### src/hw/rtl/pnn_pkg.sv
// shared types, widths and the newell edge function for the polygon normal core
package pnn_pkg;

  localparam int COORD_BITS   = 16;
  localparam int MAX_VERTICES = 64;
  localparam int CNT_W        = $clog2(MAX_VERTICES + 1);
  localparam int TERM_W       = 2 * (COORD_BITS + 1);
  localparam int NSUM_W       = 40;
  localparam int HALF_W       = NSUM_W / 2;
  localparam int CSUM_W       = COORD_BITS + CNT_W - 1;
  localparam int D_W          = COORD_BITS + CNT_W + 2;
  localparam int DPROD_W      = HALF_W + 1 + D_W;
  localparam int DOT_W        = 66;
  localparam int NORM_W       = 16;
  localparam int UN_W         = 30;
  localparam int SQ_W         = 64;
  localparam int Q_W          = 15;
  localparam int NUM_W        = UN_W + Q_W;
  localparam int DV_W         = NUM_W + 1;

  typedef logic [2:0][COORD_BITS-1:0] coord3_t;
  typedef logic [2:0][TERM_W-1:0]     term3_t;
  typedef logic [2:0][NSUM_W-1:0]     nsum3_t;
  typedef logic [2:0][CSUM_W-1:0]     csum3_t;

  typedef struct packed {
    logic signed [COORD_BITS-1:0] vertex_x;
    logic signed [COORD_BITS-1:0] vertex_y;
    logic signed [COORD_BITS-1:0] vertex_z;
    logic signed [COORD_BITS-1:0] inside_x;
    logic signed [COORD_BITS-1:0] inside_y;
    logic signed [COORD_BITS-1:0] inside_z;
    logic                         last_vertex;
  } pnn_in_t;

  typedef struct packed {
    logic signed [NORM_W-1:0] normal_x;
    logic signed [NORM_W-1:0] normal_y;
    logic signed [NORM_W-1:0] normal_z;
    logic                     reversed;
  } pnn_out_t;

  // one closed-off polygon handed from the front to the back
  typedef struct packed {
    nsum3_t           nsum;
    coord3_t          prev;
    coord3_t          first;
    csum3_t           csum;
    logic [CNT_W-1:0] cnt;
    coord3_t          ref_pt;
  } pnn_job_t;

  // newell cross terms of the edge a -> b
  function automatic term3_t newell_edge(coord3_t a, coord3_t b);
    logic signed [COORD_BITS:0] dx, dy, dz, sx, sy, sz;
    term3_t t;
    dx = $signed(a[0]) - $signed(b[0]);
    dy = $signed(a[1]) - $signed(b[1]);
    dz = $signed(a[2]) - $signed(b[2]);
    sx = $signed(a[0]) + $signed(b[0]);
    sy = $signed(a[1]) + $signed(b[1]);
    sz = $signed(a[2]) + $signed(b[2]);
    t[0] = dy * sz;
    t[1] = dz * sx;
    t[2] = dx * sy;
    return t;
  endfunction

endpackage

### src/hw/rtl/pnn_queue.sv
// two-entry job queue between front and back
module pnn_queue import pnn_pkg::*; (
  input  logic     clk_i,
  input  logic     rst_ni,
  input  logic     push_i,
  input  pnn_job_t job_i,
  output logic     full_o,
  input  logic     pop_i,
  output logic     valid_o,
  output pnn_job_t job_o
);

  pnn_job_t   mem_q [2];
  logic       wr_q, rd_q;
  logic [1:0] cnt_q;

  assign full_o  = cnt_q == 2'd2;
  assign valid_o = cnt_q != 2'd0;
  assign job_o   = mem_q[rd_q];

  always_ff @(posedge clk_i) begin
    if (push_i) begin
      mem_q[wr_q] <= job_i;
    end
  end

  always_ff @(posedge clk_i or negedge rst_ni) begin
    if (!rst_ni) begin
      wr_q  <= 1'b0;
      rd_q  <= 1'b0;
      cnt_q <= '0;
    end else begin
      if (push_i) begin
        wr_q <= !wr_q;
      end
      if (pop_i) begin
        rd_q <= !rd_q;
      end
      cnt_q <= cnt_q + {1'b0, push_i} - {1'b0, pop_i};
    end
  end

endmodule

### config.mk
export PLATFORM = sky130hd
export DESIGN_NAME = pnn_queue
export DESIGN_NICKNAME = d
export VERILOG_FILES = /design/src/hw/rtl/pnn_pkg.sv /design/src/hw/rtl/pnn_queue.sv
export SDC_FILE = /design/constraint.sdc
export NUM_CORES = 1
export LEC_CHECK = 0
export BUFFER_PORTS_ARGS = -buffer_cell sky130_fd_sc_hd__buf_4
export CAP_MARGIN = 0
export CORE_AREA = 4 4 265 267
export CTS_BUF_LIST = sky130_fd_sc_hd__clkbuf_8
export DETAILED_ROUTE_END_ITERATION = 10
export DIE_AREA = 0 0 269 271
export PLACE_DENSITY = 0.68
export SYNTH_ARGS = -nofsm -noshare
export SYNTH_HDL_FRONTEND = slang
export SYNTH_SLANG_ARGS = --single-unit
### constraint.sdc
create_clock -name clk_i -period 17.5 [get_ports clk_i]
set_input_delay 2.625 -clock clk_i [delete_from_list [all_inputs] [get_ports clk_i]]
set_output_delay 2.625 -clock clk_i [all_outputs]
set_load 0.05 [all_outputs]
==> qor.csv <==
metric;value;unit
worstSetupEndpointType;primary output;
postCtsHoldBufs;0;
drtAntennaViolNets;0;
synth_xor_area_share;0.158;%
globalRouteTotalUtil;15.2;%
netlist.top_cell.by_area;sky130_fd_sc_hd__edfxtp_1;
core-area;68100;µm²
final_core_util;49.6;%
ctsResizeCount;0;
vdd_drop_max;0.121;mV
synth_largest_type_area_fraction;77.6;%
slew_viol_final;0;
power.switching;2.58;mW
synth_async_sr_flop_share;0.590;%
number_of_warning_messages_in_the_yosys_log;0;
core.rowCount;96;
synth_compound_area_share;0;%
place.port_buffers;679;
syn_inst;1064;
synth.top_cells.by_count;674 x sky130_fd_sc_hd__edfxtp_1, 301 x sky130_fd_sc_hd__mux2_4, 36 x sky130_fd_sc_hd__mux2_2;
drv_cap;0;
top_level_ports;680;
tightestPinTransition;1.19;ns
post_synth_mux_area_share;18.9;%
leakage;13.6;nW
die_width;269;µm
critical_path.n_buffers_inverters;3;
arrival;4.30;ns
post_dp_cell_area;31700;µm²
floorplan_die_height;271;µm
grt_first_pass_wirelength;83.5;mm
synth_top_cells_by_area;sky130_fd_sc_hd__edfxtp_1 78%, sky130_fd_sc_hd__mux2_4 17%, sky130_fd_sc_hd__buf_12 2.5%, sky130_fd_sc_hd__mux2_2 1.6%, sky130_fd_sc_hd__dfrtp_1 0.38%;
min_path_type;reg -> reg;
clockPowerShare;19.5;%
h-tree-depth;3;
cp.required;14.88;ns
syn_to_final_growth;29.4;%
drc_errors;0;
beginning_of_the_worst_register_to_register_path;wr_q;
synth_fp_nets;1407;
worstHoldEndpoint;wr_q;
r2r_setup_slack;13.90;ns
dieArea;72900;µm²
number_of_antenna_violations_at_the_first_check_in_global_routing;5;
tritoncts;built;
adder_cell_share_of_the_synthesized_area;0.0960;%
drt_pre_antenna_iters;4;
finish.cell_count_without_fillers;2809;
path_max_fanout;58;
clock-sinks;678;
critPathKind;reg -> out;
timing.critical_path.from_type;flop;
crit_chain;buf_4 > buf_4 > mux2_4 > buf_4;
root_buffer_cell;sky130_fd_sc_hd__clkbuf_8;
yosys_register_bits;678;
layout-drive-gt1-share;60.6;%
synth_cell_type_count;14;
final_net_count;2170;
synthesis.area_per_instance;24.5;µm²
maxClockFrequency;0.144;GHz
clock_latency;0.69;ns
setup_tns;0;ns
holdPathStages;1;
hold_path_startpoint;wr_q;
detail_route.wl_per_cell;20.9;µm
critical_path.top_delay_family;buffers and inverters;
post_drt_via_cell_ratio;4.58;
critical-path-max-stage-delay;1.04;ns
crit_slowest_cell;sky130_fd_sc_hd__dfrtp_4;
worst_path_clk_slew;0.06;ns
crit_top_cell;sky130_fd_sc_hd__buf_4;
drt_iter0_drc;692;
fin_crit;6.92;ns
final-hold-violation-count;0;
hpwl;40.7;mm
timing.max_slew.rel_slack;20.6;%
postSynth.topFlopCell;sky130_fd_sc_hd__edfxtp_1;
cts.path.max_buffers;3;
fin_crit_sh;39.6;%
grt_overflow;0;
place.gp.congestion;0.791;
synth_edf_count;674;
worstReg2RegEnd;mem_q[0][264];
numCtsBuffers;109;
cellInternalPower;3.84;mW
combinational_family_with_the_most_area_after_synthesis;multiplexers;
place_inst;2598;
share_of_total_power_consumed_by_net_switching;40.2;%
finalSetupViolCount;0;
post-route-cell-area;33700;µm²
power.share.combinational;45.3;%
yosys.cell_count.top_type;sky130_fd_sc_hd__edfxtp_1;
setup_repair_after_global_routing_missed_its_margin;false;
finalWirelength;58.7;mm
synth_simple_gate_area_share;0.0960;%
p_seq_share;35.3;%
synth.cell_area;26100;µm²
postCtsSetupBuffers;0;
yosysSeqAreaShare;78.0;%
status;complete, no violations;
r2r_cells;3;
pin_count_of_the_biggest_net_entering_global_routing;163;
cellPowerDensity;190;nW/µm²
first_global_vias;13993;
floorplan.initialDensity;38.3;%
finalClockSkew;0.0443;ns
total_number_of_vias;12856;
## layout by cell type (no fill, tap or decap), drive strengths merged
master / count
and2: 1
buf: 690
bufinv: 3
clkbuf: 111
clkinv: 47
clkinvlp: 4
dfrtp: 4
diode: 4
edfxtp: 674
ha: 2
inv: 44
mux2: 337
nor2b: 2
or2: 1
xor2: 2
xor3: 1
## worst max path at each step
stage | start | endpoint | slack [ns] | depth (start not counted)
floorplan | push_i | mem_q[0][0] | 5.67 | 1
global placement | rd_q | job_o[41] | 11.29 | 4
detailed placement | rd_q | job_o[96] | 11.27 | 4
CTS | rd_q | job_o[37] | 10.45 | 4
global route | rd_q | job_o[62] | 10.34 | 4
finish | rd_q | job_o[96] | 10.58 | 4
## registers in the layout, summed over array words and instances, names as in the netlist
signal and flops:
mem_q 674, cnt_q 2, rd_q 1, wr_q 1
## power groups by stage
stage	Clock [mW]	Sequential [mW]	Combinational (mW)
CTS	1.30	2.27	2.94
finish	1.25	2.26	2.91
detailed placement	0	2.30	2.93
global placement	0	2.28	2.91
floorplan	0	2.36	2.32
global route	1.37	2.29	3.01
## per-stage QoR
| step | setup WS [ns] | hold WS, ns | total power, mW |
|---|---|---|---|
| after floorplan | 5.67 | 0.473 | 4.67 |
| after global placement | 11.29 | 0.528 | 5.19 |
| after detailed placement | 11.27 | 0.560 | 5.23 |
| after CTS | 10.45 | 0.572 | 6.50 |
| after global routing | 10.34 | 0.624 | 6.67 |
| final | 10.58 | 0.566 | 6.42 |
## per-layer routing
metal / vias up / global-route usage (%) / routed length [µm]
li1: 5813 / - / -
met1: 6382 / 15.7 / 20400
met2: 520 / 27.1 / 30600
met3: 139 / 5.84 / 5430
met4: 2 / 6.88 / 2230
met5: - / 0 / 7
## cell families after synthesis
logic type / Yosys count
xor+xnor: 3
fa+ha+maj: 2
simple gates: 4
mux: 337
flops: 678
buf+inv: 40
## layout make-up
class,count,area [µm²]
fill,5610,34400
sequential,678,20300
timing repair buffer,690,5200
multi-input combinational,346,5030
clock buffer,111,1530
tap,882,1100
clock inverter,96,524
antenna,4,10.0
inverter,2,7.51
(Power assumes the default switching activity.)
