--- src/hw/rtl/pnn_pkg.sv ---
// shared types, widths and the newell edge function for the polygon normal core
package pnn_pkg;

  localparam int COORD_BITS   = 16;
  localparam int MAX_VERTICES = 64;
  localparam int CNT_W        = $clog2(MAX_VERTICES + 1);
  localparam int TERM_W       = 2 * (COORD_BITS + 1);
  localparam int NSUM_W       = 40;
  localparam int HALF_W       = NSUM_W / 2;
  localparam int CSUM_W       = COORD_BITS + CNT_W - 1;
  localparam int D_W          = COORD_BITS + CNT_W + 2;
  localparam int DPROD_W      = HALF_W + 1 + D_W;
  localparam int DOT_W        = 66;
  localparam int NORM_W       = 16;
  localparam int UN_W         = 30;
  localparam int SQ_W         = 64;
  localparam int Q_W          = 15;
  localparam int NUM_W        = UN_W + Q_W;
  localparam int DV_W         = NUM_W + 1;

  typedef logic [2:0][COORD_BITS-1:0] coord3_t;
  typedef logic [2:0][TERM_W-1:0]     term3_t;
  typedef logic [2:0][NSUM_W-1:0]     nsum3_t;
  typedef logic [2:0][CSUM_W-1:0]     csum3_t;

  typedef struct packed {
    logic signed [COORD_BITS-1:0] vertex_x;
    logic signed [COORD_BITS-1:0] vertex_y;
    logic signed [COORD_BITS-1:0] vertex_z;
    logic signed [COORD_BITS-1:0] inside_x;
    logic signed [COORD_BITS-1:0] inside_y;
    logic signed [COORD_BITS-1:0] inside_z;
    logic                         last_vertex;
  } pnn_in_t;

  typedef struct packed {
    logic signed [NORM_W-1:0] normal_x;
    logic signed [NORM_W-1:0] normal_y;
    logic signed [NORM_W-1:0] normal_z;
    logic                     reversed;
  } pnn_out_t;

  // one closed-off polygon handed from the front to the back
  typedef struct packed {
    nsum3_t           nsum;
    coord3_t          prev;
    coord3_t          first;
    csum3_t           csum;
    logic [CNT_W-1:0] cnt;
    coord3_t          ref_pt;
  } pnn_job_t;

  // newell cross terms of the edge a -> b
  function automatic term3_t newell_edge(coord3_t a, coord3_t b);
    logic signed [COORD_BITS:0] dx, dy, dz, sx, sy, sz;
    term3_t t;
    dx = $signed(a[0]) - $signed(b[0]);
    dy = $signed(a[1]) - $signed(b[1]);
    dz = $signed(a[2]) - $signed(b[2]);
    sx = $signed(a[0]) + $signed(b[0]);
    sy = $signed(a[1]) + $signed(b[1]);
    sz = $signed(a[2]) + $signed(b[2]);
    t[0] = dy * sz;
    t[1] = dz * sx;
    t[2] = dx * sy;
    return t;
  endfunction

endpackage

--- src/hw/rtl/pnn_front.sv ---
// front end: takes vertices, accumulates newell and coordinate sums, emits one job per polygon
module pnn_front import pnn_pkg::*; (
  input  logic     clk_i,
  input  logic     rst_ni,
  input  logic     in_valid_i,
  output logic     in_ready_o,
  input  pnn_in_t  in_req_i,
  input  logic     q_full_i,
  output logic     push_o,
  output pnn_job_t job_o
);

  coord3_t          first_q, first_d, prev_q, prev_d, v, ins;
  nsum3_t           nsum_q, nsum_d;
  csum3_t           csum_q, csum_d;
  logic [CNT_W-1:0] cnt_q, cnt_d;
  term3_t           t;
  logic             take;

  assign in_ready_o = !q_full_i;
  assign take       = in_valid_i && in_ready_o;
  assign push_o     = take && in_req_i.last_vertex;

  always_comb begin
    v[0]   = in_req_i.vertex_x;
    v[1]   = in_req_i.vertex_y;
    v[2]   = in_req_i.vertex_z;
    ins[0] = in_req_i.inside_x;
    ins[1] = in_req_i.inside_y;
    ins[2] = in_req_i.inside_z;
    t      = newell_edge(prev_q, v);
    first_d = first_q;
    prev_d  = prev_q;
    nsum_d  = nsum_q;
    csum_d  = csum_q;
    cnt_d   = cnt_q;
    // vertices beyond the limit are dropped
    if (cnt_q < CNT_W'(MAX_VERTICES)) begin
      if (cnt_q == '0) begin
        first_d = v;
      end else begin
        for (int i = 0; i < 3; i++) begin
          nsum_d[i] = nsum_q[i] + NSUM_W'($signed(t[i]));
        end
      end
      prev_d = v;
      for (int i = 0; i < 3; i++) begin
        csum_d[i] = csum_q[i] + CSUM_W'($signed(v[i]));
      end
      cnt_d = cnt_q + 1'b1;
    end
    job_o.nsum   = nsum_d;
    job_o.prev   = prev_d;
    job_o.first  = first_d;
    job_o.csum   = csum_d;
    job_o.cnt    = cnt_d;
    job_o.ref_pt = ins;
  end

  always_ff @(posedge clk_i or negedge rst_ni) begin
    if (!rst_ni) begin
      first_q <= '0;
      prev_q  <= '0;
      nsum_q  <= '0;
      csum_q  <= '0;
      cnt_q   <= '0;
    end else if (take) begin
      if (in_req_i.last_vertex) begin
        first_q <= '0;
        prev_q  <= '0;
        nsum_q  <= '0;
        csum_q  <= '0;
        cnt_q   <= '0;
      end else begin
        first_q <= first_d;
        prev_q  <= prev_d;
        nsum_q  <= nsum_d;
        csum_q  <= csum_d;
        cnt_q   <= cnt_d;
      end
    end
  end

endmodule

--- config.mk ---
export PLATFORM = sky130hd
export DESIGN_NAME = pnn_front
export DESIGN_NICKNAME = d
export VERILOG_FILES = /design/src/hw/rtl/pnn_pkg.sv /design/src/hw/rtl/pnn_front.sv
export SDC_FILE = /design/constraint.sdc
export NUM_CORES = 2
export LEC_CHECK = 0
export BUFFER_PORTS_ARGS = -buffer_cell sky130_fd_sc_hd__buf_2
export CAP_MARGIN = 20
export CELL_PAD_IN_SITES_DETAIL_PLACEMENT = 2
export CELL_PAD_IN_SITES_GLOBAL_PLACEMENT = 2
export CORE_MARGIN = 4
export CORE_UTILIZATION = 42
export DETAILED_ROUTE_END_ITERATION = 7
export GPL_ROUTABILITY_DRIVEN = 0
export PLACE_DENSITY = 0.95
export SETUP_SLACK_MARGIN = 0.4
export SYNTH_ARGS = -nofsm -noshare
export SYNTH_HDL_FRONTEND = slang
export SYNTH_SLANG_ARGS = --single-unit
--- constraint.sdc ---
create_clock -name clk_i -period 28.8 [get_ports clk_i]
set_input_delay 5.76 -clock clk_i [delete_from_list [all_inputs] [get_ports clk_i]]
set_output_delay 5.76 -clock clk_i [all_outputs]
set_load 0.02 [all_outputs]
==> results of run 1 <==
-- per-stage QoR --
step / setup slack [ns] / instances / hold WS [ns]
after global placement: 5.62 / 8949 / 0.482
after CTS: 3.35 / 9031 / 0.514
after detailed placement: 3.88 / 8954 / 0.496
after floorplan: 7.00 / 6926 / 0.467
-- routing by layer --
| layer | GRT usage, % | overflow |
|---|---|---|
| met3 | 41.8 | 2 |
| met4 | 63.1 | 58 |
| met1 | 61.7 | 1 |
| met2 | 82.1 | 57 |
| met5 | 17.7 | 0 |
-- logic make-up after synthesis --
kind of cell	Yosys count
AOI/OAI and AO/OA	1413
xor gates and xnor gates	372
adders and majority gates	1443
buffers and inverters	1415
DFF	289
muxes	34
and+or+nand+nor	1960
==> impl_metrics.py, run 1 <==
metrics = {
    "yosys": {
        "synthMuxAreaShare_pct": 0.617,
        "synth_top_family_by_area": "adder cells",
        "ys_seq_elements": 289,
        "synth_compound_area_share_pct": 15.8,
        "synth_top_area_share_pct": 30.4,
        "yosys_warnings": 0,
        "async_flop_share_pct": 100,
        "synth_commonest_cells": "1100 x inv_1, 987 x nand2_1, 900 x fa_1",
        "synth_xor_xnor_area_share_pct": 5.57,
        "ys_top_cells_by_area": "fa_1 30%, dfrtp_1 12%, ha_1 11%, inv_1 7.0%, nand2_1 6.3%",
        "post_synth.cell_area_avg_um2": 8.55,
        "ys_seq_area_share_pct": 12.2,
        "synth-main-ff-cell": "dfrtp_1",
        "synth_cells": 6926,
        "synth_fa_ha_area_share_pct": 41.9,
        "synth_most_common_cell": "inv_1",
        "synth-simple-area-share_pct": 14.6,
        "synth_edf_count": 0,
        "synth_top_cell_by_area": "fa_1",
        "synth.distinct_cells": 92,
        "syn-cell-area_um2": 59200,
        "synthesis.nets": 8470,
    },
    "clocking": {
        "cts_max_level": 2,
        "root_buffer": "clkbuf_16",
        "clock-sinks": 289,
        "post_cts_buffers": 0,
        "post_cts_resized": 0,
        "cts_max_path_buffers": 3,
        "cts_buffers": 42,
        "ctsHoldBuffers": 0,
    },
    "floorplanning": {
        "num_rows": 137,
        "initial_utilization_pct": 42.4,
        "die_w_um": 383,
        "io_pins": 440,
        "die_y_um": 383,
    },
    "global_route": {
        "grt_max_degree": 169,
        "grt_pass1_wl_um": 642000,
        "first_global_vias": 78700,
        "gr-total-overflow": 118,
        "grtUsageTotal_pct": 62.1,
    },
    "place": {
        "dp_hpwl_um": 268000,
        "port_buffers": 343,
        "place_area_um2": 63100,
    },
    "outcome": {
        "lastStage": "5_1_grt",
        "error": "[ERROR GRT-0116] Global routing finished with congestion. Check the congestion regions in the DRC Viewer.",
        "status": "aborted with a tool error",
    },
}
==> run 2: changes to the inputs <==
- CELL_PAD_IN_SITES_DETAIL_PLACEMENT: 2 -> unset
- CELL_PAD_IN_SITES_GLOBAL_PLACEMENT: 2 -> unset
- CORE_UTILIZATION: 42 -> 40
- PLACE_DENSITY: 0.95 -> unset
- PLACE_DENSITY_LB_ADDON: unset -> 0.15
- SETUP_SLACK_MARGIN: 0.4 -> unset
==> run 2 against run 1 <==
  * The run now ends clean
  * Synthesized cell count unchanged
  * Synthesized area is the same
==> impl_metrics.py, run 2 <==
metrics = {
    "layout": {
        "final_nets": 8663,
        "stdcell_count": 9070,
        "largest_reg_flops": 120,
        "layout_commonest_cell": "inv_1",
        "reg_top3": "nsum_q x120, csum_q x66",
        "largest-register": "nsum_q",
        "area_growth_pct": 9.36,
        "final_cell_mix": "1100 x inv_1, 983 x nand2_1, 900 x fa_1",
        "fillCellCount": 14800,
        "drive_gt1_share_pct": 9.27,
    },
    "routing": {
        "via_count": 49300,
        "drt-initial-drc-count": 3387,
        "drt_first_pass_iters": 6,
        "routedWlPerCell_um": 22.1,
        "remaining_drc_errors": 0,
        "routed_via_density": 5.44,
        "ant_nets": 0,
        "routed_wl_um": 200000,
    },
    "worst_hold_path": {
        "hold_path_class": "flop to flop",
        "hold_depth": 1,
    },
    "clocking": {
        "post_cts_resized": 0,
        "post_cts_buffers": 0,
        "cts_max_path_buffers": 3,
        "ctsHoldBuffers": 0,
        "cts_max_level": 2,
        "clk_pin_slew_ns": 0.04,
        "cts_tree": "yes",
        "cts_buffers": 43,
        "clk_latency_ns": 0.66,
        "clock-sinks": 289,
        "root_buffer": "clkbuf_16",
    },
    "global_route": {
        "first_global_vias": 49900,
        "gr-total-overflow": 0,
        "antenna_found_initial": 7,
        "grt_max_degree": 144,
        "grtUsageTotal_pct": 25.9,
        "grt_pass1_wl_um": 306000,
    },
    "timing": {
        "fmax_mhz": 41.7,
        "tightest_slew_ns": 1.19,
        "skew_ns": 0.0573,
        "timing.setup.tns_ns": 0,
        "setup_viol": 0,
        "hold_viol": 0,
        "finalCritPeriodShare_pct": 83.2,
        "whs_ns": 0.499,
        "post-route-min-period_ns": 23.97,
        "rsz0062_at_grt": "no",
        "slew_headroom_pct": 20.1,
        "slew_violations": 0,
    },
    "yosys": {
        "async_flop_share_pct": 100,
        "synth_most_common_cell": "inv_1",
        "synth_top_area_share_pct": 30.4,
        "synth_top_family_by_area": "adder cells",
        "ys_seq_area_share_pct": 12.2,
        "synth_top_cell_by_area": "fa_1",
        "synth-simple-area-share_pct": 14.6,
        "synth_xor_xnor_area_share_pct": 5.57,
        "synth_edf_count": 0,
        "post_synth.cell_area_avg_um2": 8.55,
        "synthesis.nets": 8470,
        "yosys_warnings": 0,
        "synth_commonest_cells": "1100 x inv_1, 987 x nand2_1, 900 x fa_1",
        "synth_cells": 6926,
        "ys_seq_elements": 289,
        "syn-cell-area_um2": 59200,
        "synth_fa_ha_area_share_pct": 41.9,
        "synthMuxAreaShare_pct": 0.617,
        "synth-main-ff-cell": "dfrtp_1",
        "synth_compound_area_share_pct": 15.8,
        "synth.distinct_cells": 92,
        "ys_top_cells_by_area": "fa_1 30%, dfrtp_1 12%, ha_1 11%, inv_1 7.0%, nand2_1 6.3%",
    },
    "floorplanning": {
        "core_um2": 146000,
        "die_w_um": 393,
        "num_rows": 140,
        "floorplan.die_area_um2": 154000,
        "initial_utilization_pct": 40.4,
        "io_pins": 440,
        "die_y_um": 393,
    },
    "critical_path": {
        "critPathMaxStageDelay_ns": 0.95,
        "worst_r2r_path_depth": 42,
        "endpoint_kind": "primary output",
        "worstPathArrival_ns": 18.21,
        "cp-start-kind": "input port",
        "critPathMaxFanout": 11,
        "crit_top_cell": "fa_1",
        "worst-endpoint-required_ns": 23.04,
        "worstSetupPathType": "input port to primary output",
        "cp_slowest_cell": "o311ai_0",
    },
    "place": {
        "placed_cells_incl_taps": 8987,
        "port_buffers": 343,
        "dp_hpwl_um": 162000,
    },
    "outcome": {
        "status": "finished, final reports clean",
    },
    "job": {
        "max-cap-violations": 0,
    },
}
## run 2: kinds of logic after synthesis
| group | count (synthesis) |
|---|---|
| compound gates | 1413 |
| xor+xnor | 372 |
| fa+ha+maj | 1443 |
| buf+inv | 1415 |
| flops | 289 |
| mux | 34 |
| simple gates | 1960 |
## run 2: final timing paths
check | startpoint | to | slack [ns]
setup / recovery | in_req_i[81] | job_o[336] | 4.83
hold / removal | first_q[22] | first_q[22] | 0.50
setup reg to reg | prev_q[0] | nsum_q[119] | 16.16
min in group asynchronous | rst_ni | first_q[16] | 5.17
max in group asynchronous | rst_ni | nsum_q[77] | 21.40
hold reg to reg | first_q[22] | first_q[22] | 0.50
## run 2: worst max-delay path: cells and delay by family
family                     cells  cell delay, ns
buffers and inverters          8            0.74
xor gates and xnor gates       2            0.80
adders and majority gates     10            4.41
AOI/OAI and AO/OA             17            4.73
and+or+nand+nor                6            1.75
## run 2: metal layers
| metal | track usage, % | up-vias | routed length (µm) |
|---|---|---|---|
| met3 | 3.79 | 285 | 12600 |
| met2 | 43.1 | 1511 | 95600 |
| met1 | 34.9 | 24800 | 85400 |
| met4 | 7.80 | 0 | 6750 |
| li1 | - | 22700 | - |
| met5 | 0 | - | 0 |
## run 2: cell type report
| cell class | instances | area, µm² | area share (%) |
|---|---|---|---|
| Sequential cell | 289 | 7240 | 11.2 |
| Tap cell | 1917 | 2400 | 3.70 |
| Timing Repair Buffer | 463 | 2660 | 4.11 |
| Antenna cell | 2 | 5.00 | 0.00773 |
| Inverter | 1100 | 4130 | 6.38 |
| Clock inverter | 27 | 414 | 0.640 |
| Clock buffer | 50 | 1120 | 1.73 |
| Multi-Input combinational cell | 5222 | 46800 | 72.3 |
## run 2: stage by stage
step | util (%) | area, µm² | setup slack [ns]
6_report | 44.2 | 64800 | 4.83
5_1_grt | 44.2 | 64800 | 4.12
4_1_cts | 44.2 | 64700 | 4.82
3_5_place_dp | 43.1 | 63200 | 4.84
3_3_place_gp | 43.1 | 63200 | 4.97
2_1_floorplan | - | 59200 | 7.00
Power of run 2 is left out: the tool's default activity adds up to more than one toggle a clock period on the data nets, which glitch-free logic cannot reach.
